`config.mk`:
```
export PLATFORM = sky130hd
export DESIGN_NAME = rill_cfg
export DESIGN_NICKNAME = d
export VERILOG_FILES = /design/src/sv/rolling_illiquidity_ratio_macros.svh /design/src/sv/rill_pkg.sv /design/src/sv/rill_cfg.sv
export SDC_FILE = /design/constraint.sdc
export NUM_CORES = 1
export LEC_CHECK = 0
export BUFFER_PORTS_ARGS = -buffer_cell sky130_fd_sc_hd__buf_2
export CAP_MARGIN = 10
export CELL_PAD_IN_SITES_DETAIL_PLACEMENT = 0
export CELL_PAD_IN_SITES_GLOBAL_PLACEMENT = 2
export CORE_ASPECT_RATIO = 1.4
export CORE_MARGIN = 2
export CORE_UTILIZATION = 21
export DETAILED_ROUTE_END_ITERATION = 7
export HOLD_SLACK_MARGIN = 0.1
export PLACE_DENSITY_LB_ADDON = 0.1
export RECOVER_POWER = 25
export SYNTH_ARGS = -nofsm -noshare
export SYNTH_HDL_FRONTEND = slang
export SYNTH_SLANG_ARGS = --single-unit
```
`constraint.sdc`:
```
create_clock -name i_clk -period 0.8 [get_ports i_clk]
set_input_delay 0.16 -clock i_clk [delete_from_list [all_inputs] [get_ports i_clk]]
set_output_delay 0.16 -clock i_clk [all_outputs]
set_load 0.005 [all_outputs]
```
`src/sv/rolling_illiquidity_ratio_macros.svh`:
```
// Assertion macros for the rolling illiquidity ratio block.
`ifndef ROLLING_ILLIQUIDITY_RATIO_MACROS_SVH
`define ROLLING_ILLIQUIDITY_RATIO_MACROS_SVH

// same-cycle implication, clocked on i_clk, off during reset
`define RILL_ASSERT_IMP(lbl, ante, cons) \
    lbl: assert property (@(posedge i_clk) disable iff (!i_rst_n) (ante) |-> (cons)) \
        else $error("rolling_illiquidity_ratio: check failed");

// next-cycle implication
`define RILL_ASSERT_NXT(lbl, ante, cons) \
    lbl: assert property (@(posedge i_clk) disable iff (!i_rst_n) (ante) |=> (cons)) \
        else $error("rolling_illiquidity_ratio: check failed");

`endif

```
`src/sv/rill_pkg.sv`:
```
// Shared types and constants of the rolling illiquidity ratio block.
package rill_pkg;

    localparam int PRICE_W   = 32;
    localparam int AMT_W     = 48;
    localparam int SCALE_W   = 32;
    localparam int WLEN_W    = 8;
    localparam int RATIO_W   = 56;
    localparam int PROD_W    = PRICE_W + SCALE_W;
    localparam int DEN_W     = PRICE_W + AMT_W;
    localparam int FRAC_W    = 32;
    localparam int DIV_CNT_W = $clog2(RATIO_W);
    localparam int APB_DW    = 32;
    localparam int APB_AW    = 3;

    localparam logic [WLEN_W-1:0]  WLEN_RESET  = WLEN_W'(20);
    localparam logic [SCALE_W-1:0] SCALE_RESET = SCALE_W'(1000000000);

    typedef enum logic {
        REG_WINDOW = 1'b0,
        REG_SCALE  = 1'b1
    } t_reg_idx;

    typedef enum logic [3:0] {
        S_IDLE,
        S_MUL,
        S_DEN,
        S_RSTART,
        S_RWAIT,
        S_UPD,
        S_MSTART,
        S_MWAIT,
        S_OUT
    } t_state;

    typedef struct packed {
        logic [WLEN_W-1:0]  window_length;
        logic [SCALE_W-1:0] scale_factor;
        logic               clear;
    } t_cfg;

    typedef struct packed {
        logic               start;
        logic [DEN_W-1:0]   hi;
        logic [RATIO_W-1:0] lo;
        logic [DEN_W-1:0]   den;
    } t_div_req;

    typedef struct packed {
        logic               busy;
        logic               done;
        logic [RATIO_W-1:0] quot;
    } t_div_rsp;

endpackage

```
`src/sv/rill_cfg.sv`:
```
// APB configuration registers: window length and scale factor.
module rill_cfg (
    input  logic                         i_clk,
    input  logic                         i_rst_n,
    input  logic                         psel,
    input  logic                         penable,
    input  logic                         pwrite,
    input  logic [rill_pkg::APB_AW-1:0]  paddr,
    input  logic [rill_pkg::APB_DW-1:0]  pwdata,
    output logic [rill_pkg::APB_DW-1:0]  prdata,
    output logic                         pready,
    output rill_pkg::t_cfg               o_cfg
);
    logic [rill_pkg::WLEN_W-1:0]  r_window;
    logic [rill_pkg::SCALE_W-1:0] r_scale;
    rill_pkg::t_reg_idx           idx;
    logic                         wr;

    assign idx    = rill_pkg::t_reg_idx'(paddr[2]);
    assign wr     = psel && penable && pwrite;
    assign pready = 1'b1;

    always_ff @(posedge i_clk) begin
        if (!i_rst_n) begin
            r_window <= rill_pkg::WLEN_RESET;
            r_scale  <= rill_pkg::SCALE_RESET;
        end else if (wr) begin
            unique case (idx)
                rill_pkg::REG_WINDOW: r_window <= pwdata[rill_pkg::WLEN_W-1:0];
                rill_pkg::REG_SCALE:  r_scale  <= pwdata[rill_pkg::SCALE_W-1:0];
            endcase
        end
    end

    always_comb begin
        unique case (idx)
            rill_pkg::REG_WINDOW: prdata = rill_pkg::APB_DW'(r_window);
            rill_pkg::REG_SCALE:  prdata = rill_pkg::APB_DW'(r_scale);
        endcase
    end

    assign o_cfg.window_length = r_window;
    assign o_cfg.scale_factor  = r_scale;
    assign o_cfg.clear         = wr && (idx == rill_pkg::REG_WINDOW);
endmodule

```
# --- Yosys cells after proc, flatten, opt, wreduce, memory -nomap -nowiden ---
# Cells that the tools add are included.
totals:
  output_inout_bits: 74
  word_cells: 9
  ff_bits: 40
  inputBits: 40
classes:
  mux: 1
  n_reduce_logical: 5
  bitwise: 1
op_table:
  columns: ["operator", "count"]
  rows:
  - ["32-bit case mux with 2 select lines", 1]
  - ["2-bit AND reduction", 2]
  - ["1-bit logical AND", 3]
  - ["1-bit NOT", 1]

# --- Longest topological paths before layout ---
logic_depth:
  ltp_word: 3
  depth_mapped: 4
  depth_no_buf: 3

# --- Least setup slack after synthesis ---
# OpenSTA, ideal clock, no wires.
synth_timing:
  path_kind: "input to register"
  from: "input paddr[2] in the netlist's numbering"
  to: "register r_window[2] in the netlist's numbering"
  n_path_buf: 0
  path_stages: 3
  path_slack_ps: -89
  arrival_time_ps: 817
  t_required_ps: 728
  setup_ps: 72
  cell_sequence: "nand4b_2 -> inv_2 -> mux2i_1"
synth_via:
  elab_chain_cells: 2
synth_rtl:
  columns: ["element", "line_no", "text"]
  rows:
  - ["from (decl)", "rill_cfg.sv:8", "input logic [rill_pkg::APB_AW-1:0] paddr,"]
  - ["1-bit NOT (no source line)", null, null]
  - ["2-bit AND reduction (no source line)", null, null]
  - ["to (signal assigned)", "rill_cfg.sv:25", "r_window <= rill_pkg::WLEN_RESET;"]
  - ["to (signal assigned)", "rill_cfg.sv:29", "rill_pkg::REG_WINDOW: r_window <= pwdata[rill_pkg::WLEN_W-1:0];"]
  - ["to (decl)", "rill_cfg.sv:14", "logic [rill_pkg::WLEN_W-1:0] r_window;"]
# No other way between the ends.
# A chain may end at the register's enable or synchronous reset.

# --- Worst setup path after layout ---
layout_timing:
  from: "register r_window[2] in the netlist's numbering"
  to: "output prdata[2] in the netlist's numbering"
layout_via:
  elab_chain_cells: 1
layout_rtl:
  columns: ["element", "line_no", "text"]
  rows:
  - ["32-bit case mux with 2 select lines", "rill_cfg.sv:36", "unique case (idx)"]
  - ["to (decl)", "rill_cfg.sv:10", "output logic [rill_pkg::APB_DW-1:0] prdata,"]
# No other way between the ends.

==> results.toml <==
[outcome]
status = "finished with violations"
violations = "negative setup slack"

[power_and_ir_drop]
powerDensity_nw_per_um2 = 1400
ir_worst_vdd_uv = 804
total_power_uw = 4900
total_leakage_power_uw = 0.00162

[worst_setup_path]
cp-end-kind = "output pin"
critical_path.cell_chain = "mux2_4 -> buf_6"
cp_top_family = "flip-flops"
cp.depth = 2
timing.critical_path.buf_inv = 1
required_ps = 640
worstPathMaxFanout = 2
crit_start = "r_window[2]"
rr_worst_depth = 4
cp_slowest_cell = "dfxtp_2"
crit_end = "prdata[2]"
crit_path_start_kind = "flop"
arrival_ps = 990
r2r_end = "r_scale[3]"
slowest_delay_ps = 320
reg2reg_slack_ps = 30
r2r_start = "r_scale[3]"
critPathKind = "reg -> out"

[sta]
fin_ws_ps = -346
finClkSkew_ps = 0
period_needed_ps = 1150
rsz0062_at_grt = "yes"
maxSlewViolCount = 0
finalCritPeriodShare_pct = 143
setup_violations = 72
finalHoldViolations = 0
max_freq_ghz = 0.873

[clock_network]
clkLatencyLatePin_ps = 280
clock-sinks = 40
clockBufferDepth = 2
path_clk_slew_ps = 60
clock-root-buffer = "clkbuf_16"
htreeDepth = 2
cts_buffers = 5
cts_tree = "done"

[synthesis]
synth_edf_count = 0
synth_nets = 246
yosysSeqAreaShare_pct = 41.1
yosysTopAreaCell = "dfxtp_1"
synth_top_flop_cell = "dfxtp_1"
avgSynthCellArea_um2 = 9.46
synthCells = 206
async_flop_share_pct = 0
syn_area_um2 = 1950
synth_seq_cells = 40
synth_common_cells = "44 x nand2_1, 40 x dfxtp_1, 40 x mux2i_1"
ys_top_cells_by_area = "dfxtp_1 41%, mux2i_1 21%, nor2b_1 9.6%"
synth.most_common_cell = "nand2_1"
synth_top_area_share_pct = 41.1
synth.distinct_cells = 15
synth_warnings = 0

[route]
vias = 1846
vias_per_cell = 4.05
route.detailed.drc = 0
wl_per_cell_um = 13.6
final_antenna_net_count = 0
dr.pass1.iters = 3
drtIter0Drc = 25
routed_wl_um = 6210

[floorplanning]
die_height_um = 118
die_area_um2 = 10100
die_w_um = 85.4
start_util_pct = 21.6
io_pins = 114
rows = 41
core_um2 = 9030

[place]
portBuffers = 110
placed_cells = 431
dp_hpwl_um = 4270
dp_slack_ps = -313
dpl-instance-area_um2 = 2780
gp_congestion = 0.659

[layout]
antenna_cells = 0
finalInstanceArea_um2 = 3500
synthToLayoutAreaGrowth_pct = 79.6
fin_util_pct = 38.8
fill_cells = 925
layout-drive-gt1-share_pct = 64.2
final_cells = 456
nets = 388

[global_routing]
gr-total-overflow = 0
track_usage_pct = 12.2
grt_max_degree = 39
grt_pass1_vias = 1738
antenna_found_initial = 0
grt_pass1_wl_um = 9450

[flow_run]
cap_violations = 0

[worst_hold_path]
holdCritPathClass = "in -> reg"
==> what timing repair did <==
| item | 4_1_cts | 5_1_grt |
|---|---|---|
| hold buffers | 0 | 0 |
| gates cloned | 2 | 0 |
| gates resized for setup | 72 | 48 |
| pin swaps | 0 | 1 |
| buffers inserted | 5 | 13 |
| endpoints found under the setup margin | 78 | 77 |
==> cells by family (layout without fill, tap and decap cells) <==
kind of cell	count (synthesis)	in the layout	share of synthesized area, %
DFF	40	40	41.1
buffers and inverters	17	160	6.49
muxes	48	48	25.2
and+or+nand+nor	100	100	27.0
other	1	1	0.192
==> stage by stage <==
stage	setup TNS, ps	hold slack (ps)
detailed placement	-15890	419
CTS	-13390	110
global route	-15870	113
floorplan	-1570	302
finish	-12820	112
global placement	-15040	412
==> flip-flops by register name, summed over array words and instances (netlist names) <==
signal / flops
r_scale: 32
r_window: 8
==> cell usage in the layout (no fill, tap or decap) <==
cell,n
and2_1,12
and2_4,12
nand2_1,41
clkbuf_2,1
nand2_2,3
clkinv_2,2
mux2i_1,40
inv_2,1
buf_2,68
bufbuf_16,2
dfxtp_2,40
mux2_2,5
nor2b_1,30
clkbuf_8,1
conb_1,1
buf_12,5
buf_4,19
nand4b_4,1
clkbuf_16,5
mux2_4,3
and4_1,1
buf_6,56
==> report_power, final <==
| part | internal [uW] | leakage, uW | switching [uW] |
|---|---|---|---|
| clock | 1230 | 0.0000766 | 812 |
| combinational | 486 | 0.00122 | 291 |
| sequential | 2040 | 0.000329 | 31.8 |
==> metal layers <==
layer | share of wire [%] | global-route usage (%)
met4 | 1.3 | 3.87
met5 | 0 | 0
met3 | 5.7 | 2.73
met1 | 41 | 14.4
met2 | 52 | 21.3
==> layout make-up <==
cell class / count / area [um^2] / share of cell area [%]
multi-input cells: 149 / 1080 / 30.8
flip-flops and latches: 40 / 851 / 24.3
repair buffers: 151 / 1280 / 36.7
well taps: 107 / 134 / 3.83
clock inverters: 2 / 10.0 / 0.286
inverters: 1 / 3.75 / 0.107
clock buffers: 6 / 139 / 3.97
==> tightest hold or removal path: stages <==
cell     delay [ps]
buf_2           100
nand2_1          40
mux2i_1          50
==> worst min-delay path by stage <==
stage                     depth (start not counted)     endpoint  startpoint  slack (ps)
after floorplan                                   2  r_scale[10]  pwdata[10]         300
after global placement                            3  r_scale[16]  pwdata[16]         410
after detailed placement                          3  r_scale[22]  pwdata[22]         420
after CTS                                         3   r_scale[8]   pwdata[8]         110
after global routing                              3  r_scale[10]  pwdata[10]         110
final                                             3   r_scale[8]   pwdata[8]         110
(Power assumes the default switching activity.)
