File: src/sv/rolling_illiquidity_ratio_macros.svh
// Assertion macros for the rolling illiquidity ratio block.
`ifndef ROLLING_ILLIQUIDITY_RATIO_MACROS_SVH
`define ROLLING_ILLIQUIDITY_RATIO_MACROS_SVH

// same-cycle implication, clocked on i_clk, off during reset
`define RILL_ASSERT_IMP(lbl, ante, cons) \
    lbl: assert property (@(posedge i_clk) disable iff (!i_rst_n) (ante) |-> (cons)) \
        else $error("rolling_illiquidity_ratio: check failed");

// next-cycle implication
`define RILL_ASSERT_NXT(lbl, ante, cons) \
    lbl: assert property (@(posedge i_clk) disable iff (!i_rst_n) (ante) |=> (cons)) \
        else $error("rolling_illiquidity_ratio: check failed");

`endif

File: src/sv/rill_pkg.sv
// Shared types and constants of the rolling illiquidity ratio block.
package rill_pkg;

    localparam int PRICE_W   = 32;
    localparam int AMT_W     = 48;
    localparam int SCALE_W   = 32;
    localparam int WLEN_W    = 8;
    localparam int RATIO_W   = 56;
    localparam int PROD_W    = PRICE_W + SCALE_W;
    localparam int DEN_W     = PRICE_W + AMT_W;
    localparam int FRAC_W    = 32;
    localparam int DIV_CNT_W = $clog2(RATIO_W);
    localparam int APB_DW    = 32;
    localparam int APB_AW    = 3;

    localparam logic [WLEN_W-1:0]  WLEN_RESET  = WLEN_W'(20);
    localparam logic [SCALE_W-1:0] SCALE_RESET = SCALE_W'(1000000000);

    typedef enum logic {
        REG_WINDOW = 1'b0,
        REG_SCALE  = 1'b1
    } t_reg_idx;

    typedef enum logic [3:0] {
        S_IDLE,
        S_MUL,
        S_DEN,
        S_RSTART,
        S_RWAIT,
        S_UPD,
        S_MSTART,
        S_MWAIT,
        S_OUT
    } t_state;

    typedef struct packed {
        logic [WLEN_W-1:0]  window_length;
        logic [SCALE_W-1:0] scale_factor;
        logic               clear;
    } t_cfg;

    typedef struct packed {
        logic               start;
        logic [DEN_W-1:0]   hi;
        logic [RATIO_W-1:0] lo;
        logic [DEN_W-1:0]   den;
    } t_div_req;

    typedef struct packed {
        logic               busy;
        logic               done;
        logic [RATIO_W-1:0] quot;
    } t_div_rsp;

endpackage

File: src/sv/rill_div.sv
// Shared restoring divider, one quotient bit per cycle, 56-bit saturated result.
module rill_div (
    input  logic               i_clk,
    input  logic               i_rst_n,
    input  rill_pkg::t_div_req i_req,
    output rill_pkg::t_div_rsp o_rsp
);
    logic                              r_busy;
    logic                              r_done;
    logic [rill_pkg::DIV_CNT_W-1:0]    r_cnt;
    logic [rill_pkg::DEN_W-1:0]        r_rem;
    logic [rill_pkg::DEN_W-1:0]        r_den;
    logic [rill_pkg::RATIO_W-1:0]      r_q;
    logic                              r_sat;
    logic [rill_pkg::DEN_W:0]          trial;
    logic [rill_pkg::DEN_W:0]          diff;
    logic                              ge;

    assign trial = {r_rem, r_q[rill_pkg::RATIO_W-1]};
    assign ge    = trial >= {1'b0, r_den};
    assign diff  = trial - {1'b0, r_den};

    always_ff @(posedge i_clk) begin
        if (!i_rst_n) begin
            r_busy <= 1'b0;
            r_done <= 1'b0;
            r_cnt  <= '0;
        end else begin
            r_done <= 1'b0;
            if (i_req.start) begin
                r_busy <= 1'b1;
                r_cnt  <= rill_pkg::DIV_CNT_W'(rill_pkg::RATIO_W - 1);
            end else if (r_busy) begin
                if (r_cnt == '0) begin
                    r_busy <= 1'b0;
                    r_done <= 1'b1;
                end
                r_cnt <= r_cnt - rill_pkg::DIV_CNT_W'(1);
            end
        end
    end

    // remainder starts at the high part; quotient bits shift in behind the low part
    always_ff @(posedge i_clk) begin
        if (i_req.start) begin
            r_rem <= i_req.hi;
            r_q   <= i_req.lo;
            r_den <= i_req.den;
            r_sat <= i_req.hi >= i_req.den;
        end else if (r_busy) begin
            r_rem <= ge ? diff[rill_pkg::DEN_W-1:0] : trial[rill_pkg::DEN_W-1:0];
            r_q   <= {r_q[rill_pkg::RATIO_W-2:0], ge};
        end
    end

    assign o_rsp.busy = r_busy;
    assign o_rsp.done = r_done;
    assign o_rsp.quot = r_sat ? '1 : r_q;
endmodule

File: config.mk
export PLATFORM = sky130hd
export DESIGN_NAME = rill_div
export DESIGN_NICKNAME = d
export VERILOG_FILES = /design/src/sv/rolling_illiquidity_ratio_macros.svh /design/src/sv/rill_pkg.sv /design/src/sv/rill_div.sv
export SDC_FILE = /design/constraint.sdc
export NUM_CORES = 1
export LEC_CHECK = 0
export ABC_AREA = 1
export BUFFER_PORTS_ARGS = -buffer_cell sky130_fd_sc_hd__buf_4
export CORE_MARGIN = 2
export CORE_UTILIZATION = 54
export DETAILED_ROUTE_END_ITERATION = 16
export PLACE_DENSITY = 0.86
export SKIP_LAST_GASP = 1
export SLEW_MARGIN = 20
export SYNTH_ARGS = -nofsm -noshare
export SYNTH_HDL_FRONTEND = slang
export SYNTH_SLANG_ARGS = --single-unit
File: constraint.sdc
create_clock -name i_clk -period 4 [get_ports i_clk]
set_input_delay 0.2 -clock i_clk [delete_from_list [all_inputs] [get_ports i_clk]]
set_output_delay 0.2 -clock i_clk [all_outputs]
set_load 0.05 [all_outputs]
After elaboration in Yosys (flattened, before gate mapping)
Index checks and enable logic that the tools add are counted.
{"block": "totals", "register_bits": 225, "elab_cells": 30}
{"block": "op_classes", "add_sub_neg": 2, "magnitude_cmp": 2, "mux": 12, "n_bitwise": 2, "reduce_logical": 4}
{"cell": "two-way mux 80 bit", "n": 3}
{"cell": "two-way mux 56 bit", "n": 3}
{"cell": "greater-or-equal comparator 81 x 80 -> 1 bit", "n": 1}
{"cell": "greater-or-equal comparator 80 bit", "n": 1}
{"cell": "subtractor 80 bit", "n": 1}
{"cell": "two-way mux 6 bit", "n": 2}
{"cell": "zero test 6 bit", "n": 1}
{"cell": "subtractor 6 x 1 -> 6 bit (second input constant)", "n": 1}
{"cell": "two-way mux 1 bit", "n": 4}
{"cell": "OR reduction 3 bit", "n": 1}
{"cell": "NOT 1 bit", "n": 2}
{"cell": "nonzero test 2 bit", "n": 1}
{"cell": "OR reduction 2 bit", "n": 1}

Depth between registers and ports, before layout
{"block": "depth", "depth_word": 4, "depth_mapped": 20}

Worst setup path before layout
OpenSTA, ideal clock, no wires.
{"block": "synth_path", "path_kind": "input -> register", "from": "input port i_req[216] (netlist bit)", "to": "register r_cnt[1] (netlist bit)", "setup_time_ps": 84, "arrival_time_ps": 3633, "required_time_ps": 3916, "setup_slack_ps": 284, "stages": 5, "path_buffers": 1, "path_cell_list": "clkbuf_1 -> nor2_1 -> inv_1 -> o21ai_0 -> a31oi_1"}
{"block": "synth_between", "elab_chain_len": 1, "word_cells_on_any_way": 2, "cone_classes": "1 x mux; 1 x reduce/logical"}
{"element": "start, declared", "line_no": "rill_div.sv:5", "rtl": "input rill_pkg::t_div_req i_req,"}
{"element": "two-way mux 6 bit / nonzero test 2 bit (equally long branches)"}
{"element": "end signal, assigned", "line_no": "rill_div.sv:32", "rtl": "r_cnt <= rill_pkg::DIV_CNT_W'(rill_pkg::RATIO_W - 1);"}
{"element": "end signal, assigned", "line_no": "rill_div.sv:38", "rtl": "r_cnt <= r_cnt - rill_pkg::DIV_CNT_W'(1);"}
{"element": "end, declared", "line_no": "rill_div.sv:10", "rtl": "logic [rill_pkg::DIV_CNT_W-1:0] r_cnt;"}
Several ways; a longest one is shown, not always the timed one.
A chain may end at the register's enable or synchronous reset.

Worst setup path after layout
{"block": "layout_path", "from": "register r_rem[6] (netlist bit)", "to": "register r_rem[75] (netlist bit), data pin"}
{"block": "layout_between", "elab_chain_len": 4, "word_cells_on_any_way": 5, "cone_classes": "1 x add/sub; 1 x order compare; 3 x mux"}
{"element": "start, declared", "line_no": "rill_div.sv:11", "rtl": "logic [rill_pkg::DEN_W-1:0] r_rem;"}
{"element": "start signal, assigned", "line_no": "rill_div.sv:46", "rtl": "r_rem <= i_req.hi;"}
{"element": "start signal, assigned", "line_no": "rill_div.sv:51", "rtl": "r_rem <= ge ? diff[rill_pkg::DEN_W-1:0] : trial[rill_pkg::DEN_W-1:0];"}
{"element": "subtractor 80 bit / greater-or-equal comparator 81 x 80 -> 1 bit (equally long branches)", "line_no": "rill_div.sv:21, rill_div.sv:20"}
{"element": "two-way mux 80 bit *", "line_no": "rill_div.sv:51"}
{"element": "two-way mux 80 bit *", "line_no": "rill_div.sv:50", "rtl": "end else if (r_busy) begin"}
{"element": "two-way mux 80 bit *", "line_no": "rill_div.sv:45", "rtl": "if (i_req.start) begin"}
Every way passes the cells marked *; elsewhere a longest branch is shown, timed or not. The select of a mux whose other input is x is not followed.

==> impl_metrics.yaml <==
global_routing:
  grt_pass1_vias: 22563
  overflow: 0
  gr-usage-met1_pct: 54.1
  antenna_found_initial: 1
  grt_util_met3_pct: 9.08
  busiest_layer: "met2"
  grt_max_degree: 95
  grt_util_all_layers_pct: 43.1
  grtUsageMet2_pct: 70.4
  grt_pass1_wl_mm: 126
routing:
  drt_iter0_markers: 2721
  drc_errors: 0
  finalWirelength_mm: 83.1
  drt.antenna.violating_nets: 0
  num_vias: 22355
  via_per_inst: 5.79
  drt_pass1_iterations: 6
  wl_per_cell_um: 21.5
floorplan:
  start_util_pct: 54.7
  die_w_um: 194
  core_area_mm2: 0.0356
  rows: 69
  design.die.area_mm2: 0.0376
  die_h_um: 194
  io_pins: 277
critical_path:
  crit_path_start_kind: "flop"
  critical_path_peak_fanout: 42
  end_kind: "flop"
  worst_ep_arrival_time_ps: 3750
  critPathKind: "reg -> reg"
  cp_data_required_time_ps: 4320
cells_and_area:
  drive_gt1_share_pct: 10.4
  final_cells: 3861
  fin_area_mm2: 0.0249
  fillCellCount: 2574
  ff_latch_area_mm2: 0.00668
  layout_commonest_cell: "nand2_1"
  mostFrequentLayoutCells: "nand2_1, inv_1, buf_4"
  synthToLayoutAreaGrowth_pct: 28.0
  nets: 3762
  multi_input_area_mm2: 0.0103
  fin_util_pct: 70.1
clocking:
  tritoncts: "yes"
  h-tree-depth: 1
  cts_buffer_depth: 3
  cts.sinks: 225
  path_clk_slew_ps: 70
  cts-buffers-inserted: 26
  insertion_delay_ps: 600
  root_buffer: "clkbuf_16"
timing:
  max_slew_margin_pct: 38.7
  clock_skew_ps: 34.2
  final.setup.tns_ps: 0
  timing.hold.ws_ps: 55.3
  slew_viol_final: 0
  grt_setup_unrepaired: "false"
  worstMarginPinSlew_ps: 919
  max_freq_ghz: 0.291
  period_share_pct: 85.8
  period_needed_ps: 3430
  hold_violations: 0
  setup_viol: 0
pwr:
  p_leak_nw: 13.0
  peakVddDrop_uv: 485
  powerDensity_mw_per_mm2: 486
synthesis:
  syn-num-nets: 3289
  synth_cell_type_count: 41
  syn-mean-instance-area_um2: 6.70
  netlist_area_mm2: 0.0195
  synth_seq_cells: 225
  ys_seq_area_share_pct: 34.3
  ys_warn_count: 0
  synthCells: 2907
flow_run:
  max-cap-violations: 0
place:
  routabilityCongestion: 1.05
  placed_area_mm2: 0.0219
  numPlacedInstances: 3598
  port_buffers: 276
  dp_hpwl_mm: 57.1
run_status:
  outcome: "finished clean"
min_path:
  min_path_type: "in -> reg"
==> critical path: stages, from the launching register on <==
cell,delay (ps)
edfxtp_1,410
ha_1,370
nand2_1,210
inv_1,100
a21oi_2,190
nand3_2,170
nand2_1,90
nand2_1,190
nand2_1,190
nand3_2,120
nand2_4,110
buf_4,500
nand3b_1,150
nand2_1,100
inv_1,60
nand2_1,60
nand2_1,70
==> area by class of cell <==
class / count / share of cell area, %
clock inverter: 16 / 0.638
antenna: 1 / 0.0100
tap: 461 / 2.31
clock buffer: 31 / 2.69
sequential: 225 / 26.8
inverter: 588 / 8.87
multi-input combinational: 2036 / 41.3
timing repair buffer: 503 / 17.4
==> cells by family after synthesis <==
logic type	synth area share [%]
AND/OR/NAND/NOR	31.9
adder cells (fa/ha/maj)	10.5
buffers and inverters	12.9
flip-flops	34.3
XOR/XNOR	2.07
AO/OA/AOI/OAI	8.29
==> metrics by stage <==
| stage | total power [W] | setup slack (ps) |
|---|---|---|
| floorplan | 0.00721 | 284 |
| global placement | 0.00896 | 818 |
| detailed placement | 0.00909 | 802 |
| CTS | 0.0117 | 764 |
| global route | 0.0127 | 486 |
| finish | 0.0121 | 568 |
==> report_power, final <==
part	leakage, nW	internal [W]	total (W)	switching, W
sequential	2.24	0.00307	0.00329	0.000214
combinational	10.4	0.00204	0.00637	0.00433
clock	0.407	0.00133	0.00246	0.00113
total	13.0	0.00645	0.0121	0.00567
==> final timing paths <==
| path | start | end | slack, ps | depth (start not counted) |
|---|---|---|---|---|
| max | r_rem[6] | r_rem[75] | 570 | 16 |
| min | i_req[104] | r_q[24] | 60 | 3 |
| max reg2reg | r_rem[6] | r_rem[75] | 570 | 16 |
| min reg2reg | r_cnt[4] | r_cnt[4] | 530 | 2 |
==> flip-flops by register name, indices dropped and copies added (netlist names) <==
signal,flops
r_busy,1
r_cnt,6
r_den,80
r_done,1
r_q,56
r_rem,80
r_sat,1
==> cells in the mapped netlist, drive strengths merged <==
| library cell | instances | area share [%] |
|---|---|---|
| clkinv | 1 | 0.019 |
| nand4 | 18 | 0.58 |
| nor4 | 2 | 0.064 |
| a31oi | 1 | 0.032 |
| a21oi | 137 | 3.5 |
| xor2 | 1 | 0.045 |
| o21ai | 149 | 3.8 |
| clkbuf | 40 | 0.77 |
| nor2 | 227 | 4.5 |
| buf | 18 | 0.79 |
| edfxtp | 217 | 33 |
| or2 | 3 | 0.096 |
| a211oi | 5 | 0.19 |
| nand3b | 48 | 1.9 |
| dfxtp | 8 | 0.82 |
| xnor2 | 45 | 2.0 |
| o21a | 2 | 0.077 |
| and2 | 3 | 0.096 |
| o31ai | 1 | 0.039 |
| nor3b | 1 | 0.039 |
| o211ai | 4 | 0.15 |
| nor3 | 19 | 0.51 |
| nand2 | 1040 | 20 |
| and3 | 1 | 0.032 |
| inv | 587 | 11 |
| fa | 1 | 0.10 |
| ha | 162 | 10 |
| nand3 | 155 | 4.0 |
| o21bai | 11 | 0.42 |
==> timing repair <==
action                                 CTS  global route
setup buffers                            0             0
hold buffers                           215             0
gates resized for setup                  0             0
endpoints found under the hold margin  222             0
==> routing by layer <==
layer  vias to the layer above  part of all wire [%]
met5                         -                     0
li1                      10057                     -
met2                      1707                    45
met4                         0                   6.3
met1                     10192                    38
met3                       399                    11
(Power assumes the default switching activity.)
